===== src/ps2_mouse_cursor_tracker_defines.svh =====
// Assertion helpers for the cursor tracker.
`ifndef PS2_MOUSE_CURSOR_TRACKER_DEFINES_SVH
`define PS2_MOUSE_CURSOR_TRACKER_DEFINES_SVH

`ifndef SYNTHESIS
`define PS2MCT_CHECK(lbl, prop, msg) \
  lbl: assert property (@(posedge clk) disable iff (!rst_n) prop) else $error(msg);
`define PS2MCT_CHECK_NR(lbl, prop, msg) \
  lbl: assert property (@(posedge clk) prop) else $error(msg);
`else
`define PS2MCT_CHECK(lbl, prop, msg)
`define PS2MCT_CHECK_NR(lbl, prop, msg)
`endif

`endif


===== src/ps2mct_pkg.sv =====
package ps2mct_pkg;

  localparam int CFG_W     = 12;
  localparam int CFG_IDX_W = 3;
  localparam int OUT_W     = 12;

  // register indexes
  localparam logic [CFG_IDX_W-1:0] CFG_X_LOW  = 3'd0;
  localparam logic [CFG_IDX_W-1:0] CFG_X_HIGH = 3'd1;
  localparam logic [CFG_IDX_W-1:0] CFG_Y_LOW  = 3'd2;
  localparam logic [CFG_IDX_W-1:0] CFG_Y_HIGH = 3'd3;

  localparam logic signed [CFG_W-1:0] X_LOW_RST  = -12'sd512;
  localparam logic signed [CFG_W-1:0] X_HIGH_RST = 12'sd482;
  localparam logic signed [CFG_W-1:0] Y_LOW_RST  = -12'sd384;
  localparam logic signed [CFG_W-1:0] Y_HIGH_RST = 12'sd356;

  // ops
  localparam logic [1:0] OP_BYTE  = 2'd0;
  localparam logic [1:0] OP_FRAME = 2'd1;
  localparam logic [1:0] OP_CLEAR = 2'd2;

  // packet phase
  localparam logic [1:0] PH_FIRST  = 2'd0;
  localparam logic [1:0] PH_SECOND = 2'd1;
  localparam logic [1:0] PH_THIRD  = 2'd2;

  // bits of packet byte 0
  localparam int LB_BIT   = 0;
  localparam int RB_BIT   = 1;
  localparam int MB_BIT   = 2;
  localparam int SYNC_BIT = 3;
  localparam int XS_BIT   = 4;
  localparam int YS_BIT   = 5;

  // button flag bits
  localparam int FL_LEFT  = 0;
  localparam int FL_MID   = 1;
  localparam int FL_RIGHT = 2;
  localparam int FL_REL   = 3;

  typedef struct packed {
    logic [1:0] phase;
    logic [7:0] first_byte;
    logic [7:0] second_byte;
    logic [3:0] flags;
  } pkt_state_t;

endpackage


===== src/ps2mct_if.sv =====
interface ps2mct_in_if;
  logic       valid;
  logic       ready;
  logic [1:0] op;
  logic [7:0] data_byte;

  modport source (output valid, output op, output data_byte, input ready);
  modport sink   (input valid, input op, input data_byte, output ready);
endinterface

interface ps2mct_out_if;
  logic                                  valid;
  logic                                  ready;
  logic                                  packet_done;
  logic                                  left_button;
  logic                                  middle_button;
  logic                                  right_button;
  logic                                  left_released;
  logic signed [ps2mct_pkg::OUT_W-1:0]   cursor_x;
  logic signed [ps2mct_pkg::OUT_W-1:0]   cursor_y;

  modport source (output valid, output packet_done, output left_button,
                  output middle_button, output right_button, output left_released,
                  output cursor_x, output cursor_y, input ready);
  modport sink   (input valid, input packet_done, input left_button,
                  input middle_button, input right_button, input left_released,
                  input cursor_x, input cursor_y, output ready);
endinterface


===== src/ps2mct_packet.sv =====
module ps2mct_packet #(
  parameter int SUM_WIDTH = 16
) (
  input  ps2mct_pkg::pkt_state_t        cur,
  input  logic [1:0]                    op,
  input  logic [7:0]                    data_byte,
  input  logic signed [SUM_WIDTH-1:0]   sum_x,
  input  logic signed [SUM_WIDTH-1:0]   sum_y,
  output ps2mct_pkg::pkt_state_t        nxt,
  output logic                          done,
  output logic signed [SUM_WIDTH-1:0]   sum_x_nxt,
  output logic signed [SUM_WIDTH-1:0]   sum_y_nxt
);

  logic [7:0]               b0;
  logic [3:0]               flags_pkt;
  logic signed [8:0]        dx;
  logic signed [8:0]        dy;
  logic [SUM_WIDTH:0]       wide_x;
  logic [SUM_WIDTH:0]       wide_y;
  logic [SUM_WIDTH-1:0]     sat_x;
  logic [SUM_WIDTH-1:0]     sat_y;

  assign b0 = cur.first_byte;
  assign dx = {b0[ps2mct_pkg::XS_BIT], cur.second_byte};
  assign dy = {b0[ps2mct_pkg::YS_BIT], data_byte};

  always_comb begin
    flags_pkt = cur.flags;
    flags_pkt[ps2mct_pkg::FL_LEFT]  = b0[ps2mct_pkg::LB_BIT];
    // release flag keeps its value while left is held
    if (!b0[ps2mct_pkg::LB_BIT]) begin
      flags_pkt[ps2mct_pkg::FL_REL] = cur.flags[ps2mct_pkg::FL_LEFT];
    end
    flags_pkt[ps2mct_pkg::FL_MID]   = b0[ps2mct_pkg::MB_BIT];
    flags_pkt[ps2mct_pkg::FL_RIGHT] = b0[ps2mct_pkg::RB_BIT];
  end

  assign wide_x = (SUM_WIDTH + 1)'(sum_x) + (SUM_WIDTH + 1)'(dx);
  assign wide_y = (SUM_WIDTH + 1)'(sum_y) + (SUM_WIDTH + 1)'(dy);

  // saturate on signed overflow of the accumulator
  assign sat_x = (wide_x[SUM_WIDTH] != wide_x[SUM_WIDTH-1]) ?
                 {wide_x[SUM_WIDTH], {(SUM_WIDTH-1){~wide_x[SUM_WIDTH]}}} :
                 wide_x[SUM_WIDTH-1:0];
  assign sat_y = (wide_y[SUM_WIDTH] != wide_y[SUM_WIDTH-1]) ?
                 {wide_y[SUM_WIDTH], {(SUM_WIDTH-1){~wide_y[SUM_WIDTH]}}} :
                 wide_y[SUM_WIDTH-1:0];

  always_comb begin
    nxt       = cur;
    done      = 1'b0;
    sum_x_nxt = sum_x;
    sum_y_nxt = sum_y;
    unique case (op)
      ps2mct_pkg::OP_BYTE: begin
        unique case (cur.phase)
          ps2mct_pkg::PH_SECOND: begin
            nxt.second_byte = data_byte;
            nxt.phase       = ps2mct_pkg::PH_THIRD;
          end
          ps2mct_pkg::PH_THIRD: begin
            nxt.flags = flags_pkt;
            nxt.phase = ps2mct_pkg::PH_FIRST;
            sum_x_nxt = $signed(sat_x);
            sum_y_nxt = $signed(sat_y);
            done      = 1'b1;
          end
          default: begin
            // unsynced first byte is dropped
            nxt.phase = ps2mct_pkg::PH_FIRST;
            if (data_byte[ps2mct_pkg::SYNC_BIT]) begin
              nxt.first_byte = data_byte;
              nxt.phase      = ps2mct_pkg::PH_SECOND;
            end
          end
        endcase
      end
      ps2mct_pkg::OP_FRAME: begin
        sum_x_nxt = '0;
        sum_y_nxt = '0;
      end
      ps2mct_pkg::OP_CLEAR: begin
        nxt.flags = '0;
      end
      default: begin
      end
    endcase
  end

endmodule


===== src/ps2mct_cursor.sv =====
module ps2mct_cursor #(
  parameter int SUM_WIDTH = 16,
  parameter int POS_WIDTH = 12
) (
  input  logic signed [POS_WIDTH-1:0]          pos,
  input  logic signed [SUM_WIDTH-1:0]          delta,
  input  logic                                 invert,
  input  logic signed [ps2mct_pkg::CFG_W-1:0]  bound_lo,
  input  logic signed [ps2mct_pkg::CFG_W-1:0]  bound_hi,
  output logic signed [POS_WIDTH-1:0]          pos_nxt
);

  localparam int MAXW = (SUM_WIDTH > POS_WIDTH) ?
                        ((SUM_WIDTH > ps2mct_pkg::CFG_W) ? SUM_WIDTH : ps2mct_pkg::CFG_W) :
                        ((POS_WIDTH > ps2mct_pkg::CFG_W) ? POS_WIDTH : ps2mct_pkg::CFG_W);
  localparam int W = MAXW + 2;
  localparam logic signed [W-1:0] PMAX = W'((64'sd1 <<< (POS_WIDTH - 1)) - 64'sd1);
  localparam logic signed [W-1:0] PMIN = ~PMAX;

  logic signed [W-1:0] delta_e;
  logic signed [W-1:0] sum_v;
  logic signed [W-1:0] lo_e;
  logic signed [W-1:0] hi_e;
  logic signed [W-1:0] clamp_v;

  assign delta_e = invert ? -W'(delta) : W'(delta);
  assign sum_v   = W'(pos) + delta_e;
  assign lo_e    = W'(bound_lo);
  assign hi_e    = W'(bound_hi);

  always_comb begin
    clamp_v = sum_v;
    // upper bound first, so a crossed pair lands on the low bound
    if (clamp_v > hi_e) begin
      clamp_v = hi_e;
    end
    if (clamp_v < lo_e) begin
      clamp_v = lo_e;
    end
    if (clamp_v > PMAX) begin
      clamp_v = PMAX;
    end
    if (clamp_v < PMIN) begin
      clamp_v = PMIN;
    end
  end

  assign pos_nxt = clamp_v[POS_WIDTH-1:0];

endmodule


===== src/ps2_mouse_cursor_tracker.sv =====
// Path: an accepted input beat passes the input register, then the result
// register, before it leaves as a result beat.
// Throughput: one item per cycle while results are taken; the input register
// refills while a result waits, stalls only when both stages are full and the result is not taken.
// Reset: synchronous, active low; clears phase, flags, sums, cursor and
// loads the default bounds.
module ps2_mouse_cursor_tracker #(
  parameter int SUM_WIDTH = 16,
  parameter int POS_WIDTH = 12
) (
  input  logic                                   clk,
  input  logic                                   rst_n,
  ps2mct_in_if.sink                              in_ch,
  ps2mct_out_if.source                           out_ch,
  input  logic                                   cfg_we,
  input  logic [ps2mct_pkg::CFG_IDX_W-1:0]       cfg_index,
  input  logic [ps2mct_pkg::CFG_W-1:0]           cfg_wdata
);

  `include "ps2_mouse_cursor_tracker_defines.svh"

  logic signed [ps2mct_pkg::CFG_W-1:0] x_low_r, x_high_r, y_low_r, y_high_r;

  logic                         s1_valid_r;
  logic [1:0]                   s1_op_r;
  logic [7:0]                   s1_byte_r;

  ps2mct_pkg::pkt_state_t       pkt_r, pkt_nxt;
  logic signed [SUM_WIDTH-1:0]  sum_x_r, sum_y_r, sum_x_nxt, sum_y_nxt;
  logic signed [POS_WIDTH-1:0]  pos_x_r, pos_y_r, pos_x_frame, pos_y_frame;
  logic signed [POS_WIDTH-1:0]  pos_x_nxt, pos_y_nxt;
  logic                         done;

  logic                         out_valid_r;
  logic                         advance;
  logic                         commit;

  localparam int PEXT = (POS_WIDTH > ps2mct_pkg::OUT_W) ? POS_WIDTH : ps2mct_pkg::OUT_W;
  logic [PEXT-1:0]              px_ext, py_ext;

  assign advance      = !out_valid_r || out_ch.ready;
  assign commit       = advance && s1_valid_r;
  assign in_ch.ready  = !s1_valid_r || advance;
  assign out_ch.valid = out_valid_r;

  always_ff @(posedge clk) begin
    if (!rst_n) begin
      x_low_r  <= ps2mct_pkg::X_LOW_RST;
      x_high_r <= ps2mct_pkg::X_HIGH_RST;
      y_low_r  <= ps2mct_pkg::Y_LOW_RST;
      y_high_r <= ps2mct_pkg::Y_HIGH_RST;
    end else if (cfg_we) begin
      unique case (cfg_index)
        ps2mct_pkg::CFG_X_LOW:  x_low_r  <= $signed(cfg_wdata);
        ps2mct_pkg::CFG_X_HIGH: x_high_r <= $signed(cfg_wdata);
        ps2mct_pkg::CFG_Y_LOW:  y_low_r  <= $signed(cfg_wdata);
        ps2mct_pkg::CFG_Y_HIGH: y_high_r <= $signed(cfg_wdata);
        default: begin
        end
      endcase
    end
  end

  // input register
  always_ff @(posedge clk) begin
    if (!rst_n) begin
      s1_valid_r <= 1'b0;
    end else if (in_ch.ready) begin
      s1_valid_r <= in_ch.valid;
    end
  end

  always_ff @(posedge clk) begin
    if (in_ch.ready && in_ch.valid) begin
      s1_op_r   <= in_ch.op;
      s1_byte_r <= in_ch.data_byte;
    end
  end

  ps2mct_packet #(
    .SUM_WIDTH (SUM_WIDTH)
  ) u_packet (
    .cur       (pkt_r),
    .op        (s1_op_r),
    .data_byte (s1_byte_r),
    .sum_x     (sum_x_r),
    .sum_y     (sum_y_r),
    .nxt       (pkt_nxt),
    .done      (done),
    .sum_x_nxt (sum_x_nxt),
    .sum_y_nxt (sum_y_nxt)
  );

  ps2mct_cursor #(
    .SUM_WIDTH (SUM_WIDTH),
    .POS_WIDTH (POS_WIDTH)
  ) u_cursor_x (
    .pos      (pos_x_r),
    .delta    (sum_x_r),
    .invert   (1'b0),
    .bound_lo (x_low_r),
    .bound_hi (x_high_r),
    .pos_nxt  (pos_x_frame)
  );

  // screen y grows downward, mouse y upward
  ps2mct_cursor #(
    .SUM_WIDTH (SUM_WIDTH),
    .POS_WIDTH (POS_WIDTH)
  ) u_cursor_y (
    .pos      (pos_y_r),
    .delta    (sum_y_r),
    .invert   (1'b1),
    .bound_lo (y_low_r),
    .bound_hi (y_high_r),
    .pos_nxt  (pos_y_frame)
  );

  assign pos_x_nxt = (s1_op_r == ps2mct_pkg::OP_FRAME) ? pos_x_frame : pos_x_r;
  assign pos_y_nxt = (s1_op_r == ps2mct_pkg::OP_FRAME) ? pos_y_frame : pos_y_r;
  assign px_ext    = PEXT'(pos_x_nxt);
  assign py_ext    = PEXT'(pos_y_nxt);

  // state and result register both load when the item leaves stage one
  always_ff @(posedge clk) begin
    if (!rst_n) begin
      pkt_r       <= '0;
      sum_x_r     <= '0;
      sum_y_r     <= '0;
      pos_x_r     <= '0;
      pos_y_r     <= '0;
      out_valid_r <= 1'b0;
    end else begin
      if (advance) begin
        out_valid_r <= s1_valid_r;
      end
      if (commit) begin
        pkt_r   <= pkt_nxt;
        sum_x_r <= sum_x_nxt;
        sum_y_r <= sum_y_nxt;
        pos_x_r <= pos_x_nxt;
        pos_y_r <= pos_y_nxt;
      end
    end
  end

  always_ff @(posedge clk) begin
    if (commit) begin
      out_ch.packet_done   <= done;
      out_ch.left_button   <= pkt_nxt.flags[ps2mct_pkg::FL_LEFT];
      out_ch.middle_button <= pkt_nxt.flags[ps2mct_pkg::FL_MID];
      out_ch.right_button  <= pkt_nxt.flags[ps2mct_pkg::FL_RIGHT];
      out_ch.left_released <= pkt_nxt.flags[ps2mct_pkg::FL_REL];
      out_ch.cursor_x      <= $signed(px_ext[ps2mct_pkg::OUT_W-1:0]);
      out_ch.cursor_y      <= $signed(py_ext[ps2mct_pkg::OUT_W-1:0]);
    end
  end

  `PS2MCT_CHECK(a_done_phase,
    out_valid_r && out_ch.packet_done |-> pkt_r.phase == ps2mct_pkg::PH_FIRST,
    "packet done but phase not back at first byte")
  `PS2MCT_CHECK_NR(a_ready_when_empty,
    !out_valid_r |-> in_ch.ready,
    "input stalled with empty result register")
  `PS2MCT_CHECK(a_hold_on_stall,
    out_valid_r && !out_ch.ready |=> $stable(pos_x_r) && $stable(pos_y_r) &&
      $stable(pkt_r),
    "tracker state moved while result stalled")

endmodule


===== src/flat_wrapper.sv =====
// flat-port wrapper written by rule: the top's interface ports become plain ports
module ps2_mouse_cursor_tracker_flat 
#(
  parameter int SUM_WIDTH = 16,
  parameter int POS_WIDTH = 12
)
  (clk, rst_n, cfg_we, cfg_index, cfg_wdata, in_ch_valid, in_ch_op, in_ch_data_byte, in_ch_ready, out_ch_valid, out_ch_packet_done, out_ch_left_button, out_ch_middle_button, out_ch_right_button, out_ch_left_released, out_ch_cursor_x, out_ch_cursor_y, out_ch_ready);
  ps2mct_in_if in_ch_i ();
  ps2mct_out_if out_ch_i ();
  input  logic clk;
  input  logic rst_n;
  input  logic cfg_we;
  input  logic [ps2mct_pkg::CFG_IDX_W-1:0] cfg_index;
  input  logic [ps2mct_pkg::CFG_W-1:0] cfg_wdata;
  input wire logic [$bits(in_ch_i.valid)-1:0] in_ch_valid;
  input wire logic [$bits(in_ch_i.op)-1:0] in_ch_op;
  input wire logic [$bits(in_ch_i.data_byte)-1:0] in_ch_data_byte;
  output wire logic [$bits(in_ch_i.ready)-1:0] in_ch_ready;
  output wire logic [$bits(out_ch_i.valid)-1:0] out_ch_valid;
  output wire logic [$bits(out_ch_i.packet_done)-1:0] out_ch_packet_done;
  output wire logic [$bits(out_ch_i.left_button)-1:0] out_ch_left_button;
  output wire logic [$bits(out_ch_i.middle_button)-1:0] out_ch_middle_button;
  output wire logic [$bits(out_ch_i.right_button)-1:0] out_ch_right_button;
  output wire logic [$bits(out_ch_i.left_released)-1:0] out_ch_left_released;
  output wire logic [$bits(out_ch_i.cursor_x)-1:0] out_ch_cursor_x;
  output wire logic [$bits(out_ch_i.cursor_y)-1:0] out_ch_cursor_y;
  input wire logic [$bits(out_ch_i.ready)-1:0] out_ch_ready;
  assign in_ch_i.valid = in_ch_valid;
  assign in_ch_i.op = in_ch_op;
  assign in_ch_i.data_byte = in_ch_data_byte;
  assign in_ch_ready = in_ch_i.ready;
  assign out_ch_valid = out_ch_i.valid;
  assign out_ch_packet_done = out_ch_i.packet_done;
  assign out_ch_left_button = out_ch_i.left_button;
  assign out_ch_middle_button = out_ch_i.middle_button;
  assign out_ch_right_button = out_ch_i.right_button;
  assign out_ch_left_released = out_ch_i.left_released;
  assign out_ch_cursor_x = out_ch_i.cursor_x;
  assign out_ch_cursor_y = out_ch_i.cursor_y;
  assign out_ch_i.ready = out_ch_ready;
  ps2_mouse_cursor_tracker #(.SUM_WIDTH(SUM_WIDTH), .POS_WIDTH(POS_WIDTH)) u_core (.clk(clk), .rst_n(rst_n), .in_ch(in_ch_i), .out_ch(out_ch_i), .cfg_we(cfg_we), .cfg_index(cfg_index), .cfg_wdata(cfg_wdata));
endmodule

===== config.mk =====
export PLATFORM = sky130hd
export DESIGN_NAME = ps2_mouse_cursor_tracker_flat
export DESIGN_NICKNAME = d
export VERILOG_FILES = /design/src/ps2mct_pkg.sv /design/src/ps2mct_if.sv /design/src/ps2mct_packet.sv /design/src/ps2mct_cursor.sv /design/src/ps2_mouse_cursor_tracker.sv /design/src/flat_wrapper.sv
export VERILOG_INCLUDE_DIRS = /design/src /design/src/src
export SDC_FILE = /design/constraint.sdc
export NUM_CORES = 1
export LEC_CHECK = 0
export BUFFER_PORTS_ARGS = -buffer_cell sky130_fd_sc_hd__buf_2
export CORE_AREA = 5 5 255 232
export DETAILED_ROUTE_END_ITERATION = 10
export DIE_AREA = 0 0 260 237
export PLACE_DENSITY = 0.44
export SLEW_MARGIN = 10
export SYNTH_ARGS = -nofsm -noshare
export SYNTH_HDL_FRONTEND = slang
export SYNTH_HIERARCHICAL = 1
export SYNTH_SLANG_ARGS = --single-unit

===== constraint.sdc =====
create_clock -name clk -period 12.5 [get_ports clk]
set_clock_uncertainty 0.15 [all_clocks]
set_input_delay 0 -clock clk [delete_from_list [all_inputs] [get_ports clk]]
set_output_delay 0 -clock clk [all_outputs]
set_load 0.01 [all_outputs]

== Yosys cells after proc, flatten, opt, wreduce, memory -nomap -nowiden ==
Index checks and enable logic that the tools add are counted.
Storage, ports and cells
  bits in registers: 167
  bits of input ports: 30
  word-level logic and storage cells: 89
Cells by class
  $add $sub $neg: 5
  magnitude comparators: 8
  equality and inequality tests: 10
  multiplexer cells: 22
  bitwise logic cells: 3
  reductions and logical operators: 18
Operators with widths (number)
  two-way mux 18 bit: 6
  two-way mux 16 bit: 4
  one-hot mux 16 bit (2 select lines): 2
  two-way mux 12 bit: 4
  > comparator 18 x 12 -> 1 bit, second input constant: 2
  < comparator 18 x 12 -> 1 bit: 2
  < comparator 18 x 12 -> 1 bit, second input constant: 2
  adder 16 x 9 -> 17 bit: 2
  adder 12 x 18 -> 18 bit: 1
  > comparator 18 x 12 -> 1 bit: 1
  negation 16 -> 18 bit: 1
  adder 12 x 16 -> 17 bit: 1
  > comparator 17 x 12 -> 1 bit: 1
  AND reduction 2 bit: 5
  two-way mux 9 bit: 1
  one-hot mux 4 bit (2 select lines): 1
  == test 3 x 2 -> 1 bit, second input constant: 2
  AND reduction 3 bit: 2
  == test 2 x 1 -> 1 bit, second input constant: 2
  == test 2 bit, second input constant: 2
  two-way mux 4 bit: 1
  one-hot mux 2 bit (2 select lines): 1
  AND reduction 4 bit: 1
  == test 3 x 1 -> 1 bit, second input constant: 1
  11 further kinds: 18

== Depth between registers and ports, before layout ==
Gate-level depths: netlist of the first run.
  depth in word-level cells: 11
  depth in mapped cells: 37
  mapped depth without buffers: 35

== Hierarchy ==
The synthesis of the first run kept the hierarchy.
By module, submodules not included
  ps2_mouse_cursor_tracker: instances 1, cells an instance 611, area an instance 6316.1 µm²
  ps2mct_cursor (u_core.u_cursor_y): instances 1, cells an instance 354, area an instance 2566.2 µm²
  ps2mct_cursor (u_core.u_cursor_x): instances 1, cells an instance 364, area an instance 2555.0 µm²
  ps2mct_packet: instances 1, cells an instance 347, area an instance 2421.1 µm²

== Worst setup path before layout of the first run ==
No wires, ideal clock.
  path type: register to register
  from: reg u_core.sum_y_r[7]
  to: reg u_core.out_ch.cursor_y[1], data pin
  data arrival time: 6960 ps
  setup slack: 5131 ps
  cell stages (with the launch flop): 31
  path buffers: 3
  period minus slack after synthesis: 7369 ps
  cells stage by stage: dfxtp_1 -> or4_4 -> or3_1 -> or4_4 -> nand2_1 -> xnor2_1 -> ha_1 -> inv_1 -> nor2_1 -> o21ai_0 -> nand2b_1 -> a31oi_1 -> xnor2_2 -> ha_1 -> nand4_1 -> o2111a_1 -> a221oi_1 -> or2_2 -> clkbuf_1 -> clkbuf_1 -> o21ai_0 -> ha_1 -> nand4_1 -> or2_2 -> o41ai_1 -> nand3_1 -> mux2_2 -> clkbuf_1 -> mux2i_1 -> a21oi_1 -> mux2_2
On the way
  word-level cells in the longest chain between the ends: 11
RTL lines
  start, declared: RTL line ps2_mouse_cursor_tracker.sv:29  | logic signed [SUM_WIDTH-1:0] sum_x_r, sum_y_r, sum_x_nxt, sum_y_nxt;
  start signal, assigned: RTL line ps2_mouse_cursor_tracker.sv:140  | sum_y_r <= sum_y_nxt;
  negation 16 -> 18 bit (*): RTL line ps2mct_cursor.sv:26  | assign delta_e = invert ? -W'(delta) : W'(delta);
  adder 12 x 18 -> 18 bit (*): RTL line ps2mct_cursor.sv:27  | assign sum_v = W'(pos) + delta_e;
  > comparator 18 x 12 -> 1 bit: RTL line ps2mct_cursor.sv:34  | if (clamp_v > hi_e) begin
  two-way mux 18 bit (*): RTL line ps2mct_cursor.sv:34
  < comparator 18 x 12 -> 1 bit: RTL line ps2mct_cursor.sv:37  | if (clamp_v < lo_e) begin
  two-way mux 18 bit (*): RTL line ps2mct_cursor.sv:37
  > comparator 18 x 12 -> 1 bit: RTL line ps2mct_cursor.sv:40  | if (clamp_v > PMAX) begin
  two-way mux 18 bit (*): RTL line ps2mct_cursor.sv:40
  < comparator 18 x 12 -> 1 bit: RTL line ps2mct_cursor.sv:43  | if (clamp_v < PMIN) begin
  two-way mux 12 bit (*): RTL line ps2mct_cursor.sv:43
  via u_core.pos_y_frame[1]: RTL line ps2_mouse_cursor_tracker.sv:30  | logic signed [POS_WIDTH-1:0] pos_x_r, pos_y_r, pos_x_frame, pos_y_frame;
  two-way mux 12 bit (*): RTL line ps2_mouse_cursor_tracker.sv:120  | assign pos_y_nxt = (s1_op_r == ps2mct_pkg::OP_FRAME) ? pos_y_frame : pos_y_r;
  via u_core.pos_y_nxt[1]: RTL line ps2_mouse_cursor_tracker.sv:31  | logic signed [POS_WIDTH-1:0] pos_x_nxt, pos_y_nxt;
  end signal, assigned: RTL line ps2_mouse_cursor_tracker.sv:155  | out_ch.cursor_y <= $signed(py_ext[ps2mct_pkg::OUT_W-1:0]);
  end, declared: RTL line ps2mct_if.sv:24  | output cursor_x, output cursor_y, input ready);
The timed path passes the listed nets; every way through them passes the cells marked *.
A chain may end at the register's enable or synchronous reset.

== Worst setup path in the final report of the first run ==
  from: reg u_core.sum_y_r[1]
  to: reg u_core.out_ch.cursor_y[1], data pin
The elaborated chain is that of the path after synthesis.

==> results.ini, run 1 <==
[outcome]
outcome = finished clean

[routing]
postRouteAntennaNets = 0
num_vias = 12108
firstDrtPassIters = 5
first_iter_violations = 811
drcViolationCount = 0
avgViaCountPerCell = 4.90
wl_per_cell_um = 17.1
drt_wl_total_mm = 42.3

[sta]
max_slew_margin_pct = 21.0
slew_violations = 0
period_share_pct = 70.0
setup_viol = 0
worst_pin_slew_ns = 1.18
fin_tns_setup_ns = 0
rsz0062_at_grt = false
fmax_mhz = 114
hold_ws_ns = 0.107
period_minus_slack_ns = 8.74
finalHoldViolCount = 0

[floorplan]
core_area_um2 = 56400
start_util_pct = 24.3
pin_count = 61
die_y_um = 237
die-area_um2 = 61600
rows = 83
die_w_um = 260

[placed_design]
dpl.hpwl_mm = 31.5
gp_congestion = 0.853
io_buffers = 60
postPlaceCellArea_um2 = 14700

[cells_and_area]
drive_gt1_share_pct = 11.9
syn_to_final_growth_pct = 13.5
fin_area_um2 = 15600
finish.net_count = 1872
diodes = 0
num-fill-cells = 6053

[worst_hold_path]
hold_path.class = input port to flop
hold_path.startpoint = in_ch_data_byte[1]

[critical_path]
crit_path_end_kind = flop
slowest_stage = nor2_1
critPathMaxStageDelay_ns = 0.83
cp_top_family = simple AND/OR/NAND/NOR gates
critPathBufInv = 2
start_kind = flop
crit_arrival_ns = 8.90
worst-endpoint-required_ns = 12.66
cp_max_fo = 14
cpMostUsedCell = ha_1
worstReg2RegStart = u_core/sum_y_r[1]
worstSetupPathType = flop to flop
crit_start = u_core/sum_y_r[1]

[synth]
syn_area_um2 = 13700
ys_warn_count = 6
netlist_instances = 1661
syn_area_per_cell_um2 = 8.26
synth_fp_nets = 1839

[clocking]
cts_buffer_depth = 2
clk_latency_ns = 0.44
cts_inserted_buffers = 17
clkTransAtPathRegs_ns = 0.07
htreeDepth = 4
post-cts-setup-buffer-count = 0
clock_sink_count = 164
cts_root_buffer = clkbuf_16
cts_tree = done

[global_routing]
grt_overflow = 0
track_usage_pct = 13.4
grt_pass1_vias = 11598
antenna_found_initial = 0
grt_pass1_wl_mm = 66.6
grt_start_max_net_pins = 66

[pwr]
p_leak_nw = 6.82
max-vdd-ir-drop_uv = 85.2
power.density_nw_per_um2 = 79.8

[flow_run]
maxCapViolCount = 0

registers in the layout, indices dropped and copies added, names as in the netlist, 2 cells and up:
name and flops:
u_core/x_high_r 12, u_core/y_high_r 12, u_core/out_ch.cursor_y 12, u_core/sum_x_r 16, u_core/s1_op_r 2, u_core/pkt_r 19
u_core/pos_x_r 12, u_core/pos_y_r 12, u_core/y_low_r 12, u_core/s1_byte_r 8, u_core/x_low_r 12, u_core/sum_y_r 16
u_core/out_ch.cursor_x 12
cell type report:
cell class	instances	area [um^2]	share of cell area (%)
Clock buffer	19	433	2.78
Clock inverter	13	136	0.876
Inverter	88	330	2.12
Multi-Input combinational cell	1322	9350	60.0
Sequential cell	164	3670	23.6
Tap cell	765	957	6.15
Timing Repair Buffer	101	691	4.44
worst reg2reg max path, delay by kind of cell, from the launching register on:
kind / cells / cell delay, ns
simple gates: 10 / 3.03
compound gates: 9 / 2.39
mux: 3 / 1.20
fa+ha+maj: 4 / 1.13
flops: 1 / 0.38
buf+inv: 2 / 0.20
xor+xnor: 1 / 0.14
timing repair:
item / 4_1_cts / 5_1_grt
gates resized for setup: 0 / 0
hold buffers: 32 / 0
endpoints found under the hold margin: 110 / 0
where the power goes:
group	switching, W	leakage, nW	internal (W)
Clock	0.000235	0.276	0.000294
Sequential	0.0000127	1.39	0.000555
Combinational	0.0000917	5.15	0.0000543
metrics by stage:
stage	setup WS, ns	power (W)	utilization, %	std cells
floorplan	5.13	0.000669	-	1661
global placement	3.81	0.000718	26.0	2408
detailed placement	3.83	0.000719	26.0	2408
CTS	3.78	0.00126	27.6	2472
global route	3.14	0.00130	27.6	2472
finish	3.76	0.00124	27.6	2472
layout by cell type (no fill, tap or decap), types with 7 or more instances in the layout:
cell / instances
o311ai_1: 8
a21boi_0: 44
clkbuf_16: 17
nand2b_1: 15
a21oi_1: 96
dfxtp_1: 124
a21oi_2: 7
ha_1: 144
o211ai_1: 13
edfxtp_1: 39
o21bai_1: 7
a211oi_1: 13
o21a_1: 8
dlygate4sd3_1: 32
nand2_1: 207
mux2_2: 49
o31ai_1: 13
xor2_1: 20
a31oi_1: 8
o21ai_0: 158
nor2_1: 53
buf_2: 59
a21boi_1: 9
mux2i_1: 60
nor3_1: 18
nand4_1: 19
nand3_1: 107
nor2b_1: 16
and2_1: 7
buf_4: 10
inv_1: 88
a21o_1: 37
xnor2_1: 60
final timing paths:
kind / to / slack [ns] / cells past startpoint
hold / removal: u_core/s1_byte_r[1] / 0.11 / 2
hold reg to reg: u_core/x_high_r[8] / 0.32 / 2
setup reg to reg: u_core/out_ch.cursor_y[1] / 3.76 / 29
setup / recovery: u_core/out_ch.cursor_y[1] / 3.76 / 29
routing by layer:
layer / share of wire [%] / GRT usage [%] / vias up
met4: 0.85 / 2.27 / 0
met3: 3.3 / 1.71 / 25
li1: - / - / 6090
met2: 42 / 20.1 / 213
met5: 0 / 0 / -
met1: 54 / 20.7 / 5780
No activity file was read; power rests on OpenSTA's default activity.
==> run 2, diff against run 1 <==
--- a/config.mk
+++ b/config.mk
@@ -6,10 +6,11 @@
 export SDC_FILE = /design/constraint.sdc
 export NUM_CORES = 1
 export LEC_CHECK = 0
+export ABC_AREA = 1
 export BUFFER_PORTS_ARGS = -buffer_cell sky130_fd_sc_hd__buf_2
-export CORE_AREA = 5 5 255 232
+export CORE_AREA = 5 5 264 241
 export DETAILED_ROUTE_END_ITERATION = 10
-export DIE_AREA = 0 0 260 237
+export DIE_AREA = 0 0 269 246
 export PLACE_DENSITY = 0.44
 export SLEW_MARGIN = 10
 export SYNTH_ARGS = -nofsm -noshare
==> constraint.sdc (replaced) <==
create_clock -name clk -period 8.6 [get_ports clk]
set_clock_uncertainty 0.15 [all_clocks]
set_input_delay 0 -clock clk [delete_from_list [all_inputs] [get_ports clk]]
set_output_delay 0 -clock clk [all_outputs]
set_load 0.01 [all_outputs]
==> results.ini, run 2 <==
[routing]
first_iter_violations = 805  ; -0.74%
postRouteAntennaNets = 0  ; unchanged
wl_per_cell_um = 14.3  ; -16%
firstDrtPassIters = 5  ; unchanged
avgViaCountPerCell = 4.49  ; -8.4%
drt_wl_total_mm = 46.2  ; +9.2%
drcViolationCount = 0  ; unchanged
num_vias = 14502  ; +20%

[global_routing]
antenna_found_initial = 0  ; unchanged
grt_overflow = 0  ; unchanged
grt_start_max_net_pins = 80  ; +21%
grt_pass1_wl_mm = 73.6  ; +11%
track_usage_pct = 13.9  ; +0.50 points
grt_pass1_vias = 13519  ; +17%

[flow_run]
maxCapViolCount = 0  ; unchanged

[sta]
worst_pin_slew_ns = 1.11  ; -0.0677 ns
fmax_mhz = 130  ; +13%
period_share_pct = 89.6  ; +20 points
setup_viol = 0  ; unchanged
finalHoldViolCount = 0  ; unchanged
slew_violations = 0  ; unchanged
hold_ws_ns = 0.0868  ; -0.0204 ns
period_minus_slack_ns = 7.71  ; -1.03 ns
fin_tns_setup_ns = 0  ; unchanged
max_slew_margin_pct = 25.7  ; +4.7 points
rsz0062_at_grt = false

[clocking]
cts_tree = done
ctsResizeCount = 0  ; unchanged
post-cts-setup-buffer-count = 0  ; unchanged
clock_sink_count = 164  ; unchanged
htreeDepth = 4  ; unchanged
cts_root_buffer = clkbuf_16
clk_latency_ns = 0.49  ; +0.05 ns
cts_inserted_buffers = 17  ; unchanged
clkTransAtPathRegs_ns = 0.07  ; about the same
ctsHoldBuffers = 43  ; +34%
cts_buffer_depth = 2  ; unchanged

[cells_and_area]
syn_to_final_growth_pct = 13.6  ; about the same
largest_reg_flops = 19  ; unchanged
regMostFlops = u_core/pkt_r
num-fill-cells = 6698  ; +11%
final_common_cell = nand2_1
diodes = 0  ; unchanged
drive_gt1_share_pct = 8.32  ; -3.6 points
finish.net_count = 2605  ; +39%
final_cell_mix = 722 x nand2_1, 328 x nor2_1, 303 x inv_1
fin_area_um2 = 16800  ; +8.2%
reg_top3 = u_core/pkt_r x19, u_core/sum_x_r x16, u_core/sum_y_r x16

[synth]
syn_area_per_cell_um2 = 6.28  ; -24%
netlist_instances = 2363  ; +42%
syn_area_um2 = 14800  ; +8.2%
ys_warn_count = 6  ; unchanged

[floorplan]
core_area_um2 = 60500  ; +7.2%
die_y_um = 246  ; +3.8%
die_w_um = 269  ; +3.5%
die-area_um2 = 66200  ; +7.4%
pin_count = 61  ; unchanged
rows = 86  ; +3.6%
start_util_pct = 24.5  ; +0.21 points

[critical_path]
worst-endpoint-required_ns = 8.68  ; -3.98 ns
cp_max_fo = 26  ; +12
critPathMaxStageDelay_ns = 0.43  ; -0.40 ns
start_kind = flop
crit_arrival_ns = 7.79  ; -1.11 ns
cpMostUsedCell = nand2_1
worstSetupPathType = flop to flop
r2r_slack_ns = 0.89  ; -2.87 ns
crit_path_end_kind = flop
slowest_stage = a221oi_1

[pwr]
max-vdd-ir-drop_uv = 162  ; +90%
power.density_nw_per_um2 = 225  ; +180%
p_leak_nw = 8.60  ; +26%
power.total_w = 0.00380  ; +210%

[outcome]
outcome = finished clean

[placed_design]
dpl.hpwl_mm = 35.2  ; +11%
gp_congestion = 0.870  ; +2.0%
postPlaceCellArea_um2 = 15900  ; +8.0%
io_buffers = 60  ; unchanged

[worst_hold_path]
hold_path.class = input port to flop

==> run 2: power breakdown <==
| part | switching [W] | internal, W | total, W | leakage, nW |
|---|---|---|---|---|
| Clock | 0.000368 | 0.000400 | 0.000769 | 0.266 |
| Combinational | 0.00141 | 0.000682 | 0.00210 | 6.94 |
| Sequential | 0.0000648 | 0.000866 | 0.000930 | 1.40 |
==> run 2: worst paths after layout <==
kind                           start                   endpoint  cells past startpoint
hold reg to reg   u_core/x_high_r[6]         u_core/x_high_r[6]                      2
hold / removal           in_ch_op[0]          u_core/s1_op_r[0]                      2
setup reg to reg   u_core/sum_y_r[1]  u_core/out_ch.cursor_y[0]                     44
setup / recovery   u_core/sum_y_r[1]  u_core/out_ch.cursor_y[0]                     44
==> run 2: layout make-up <==
cell class                      count  area [um^2]  share of cell area [%]
Sequential cell                   164         3670                    21.8
Tap cell                          792          991                    5.88
Inverter                          318         1190                    7.09
Multi-Input combinational cell   1815         9640                    57.2
Timing Repair Buffer              111          793                    4.71
Clock buffer                       18          429                    2.55
Clock inverter                     14          128                   0.758
==> run 2: per-stage QoR <==
step	cells	setup slack (ns)	util [%]
after floorplan	2368	2.34	-
after global placement	3157	1.02	26.2
after detailed placement	3157	0.930	26.2
after CTS	3232	0.912	27.9
after global routing	3232	0.0479	27.9
final	3232	0.890	27.9
==> run 2: per-layer routing <==
layer,global-route usage [%],part of all wire (%),wire length [um],up-vias
met5,0,0,0,-
met4,3.69,1.7,765,0
met3,2.19,2.9,1330,43
met2,22.2,45,20600,207
met1,19.5,51,23500,6659
li1,-,-,-,7593
==> run 2: worst max-delay path: cells and delay by family (launching register included) <==
family	cells	cell delay, ns
adders and majority gates	4	1.10
DFF	1	0.39
buffers and inverters	5	0.37
and+or+nand+nor	23	3.08
xor gates and xnor gates	1	0.16
AOI/OAI and AO/OA	11	2.20
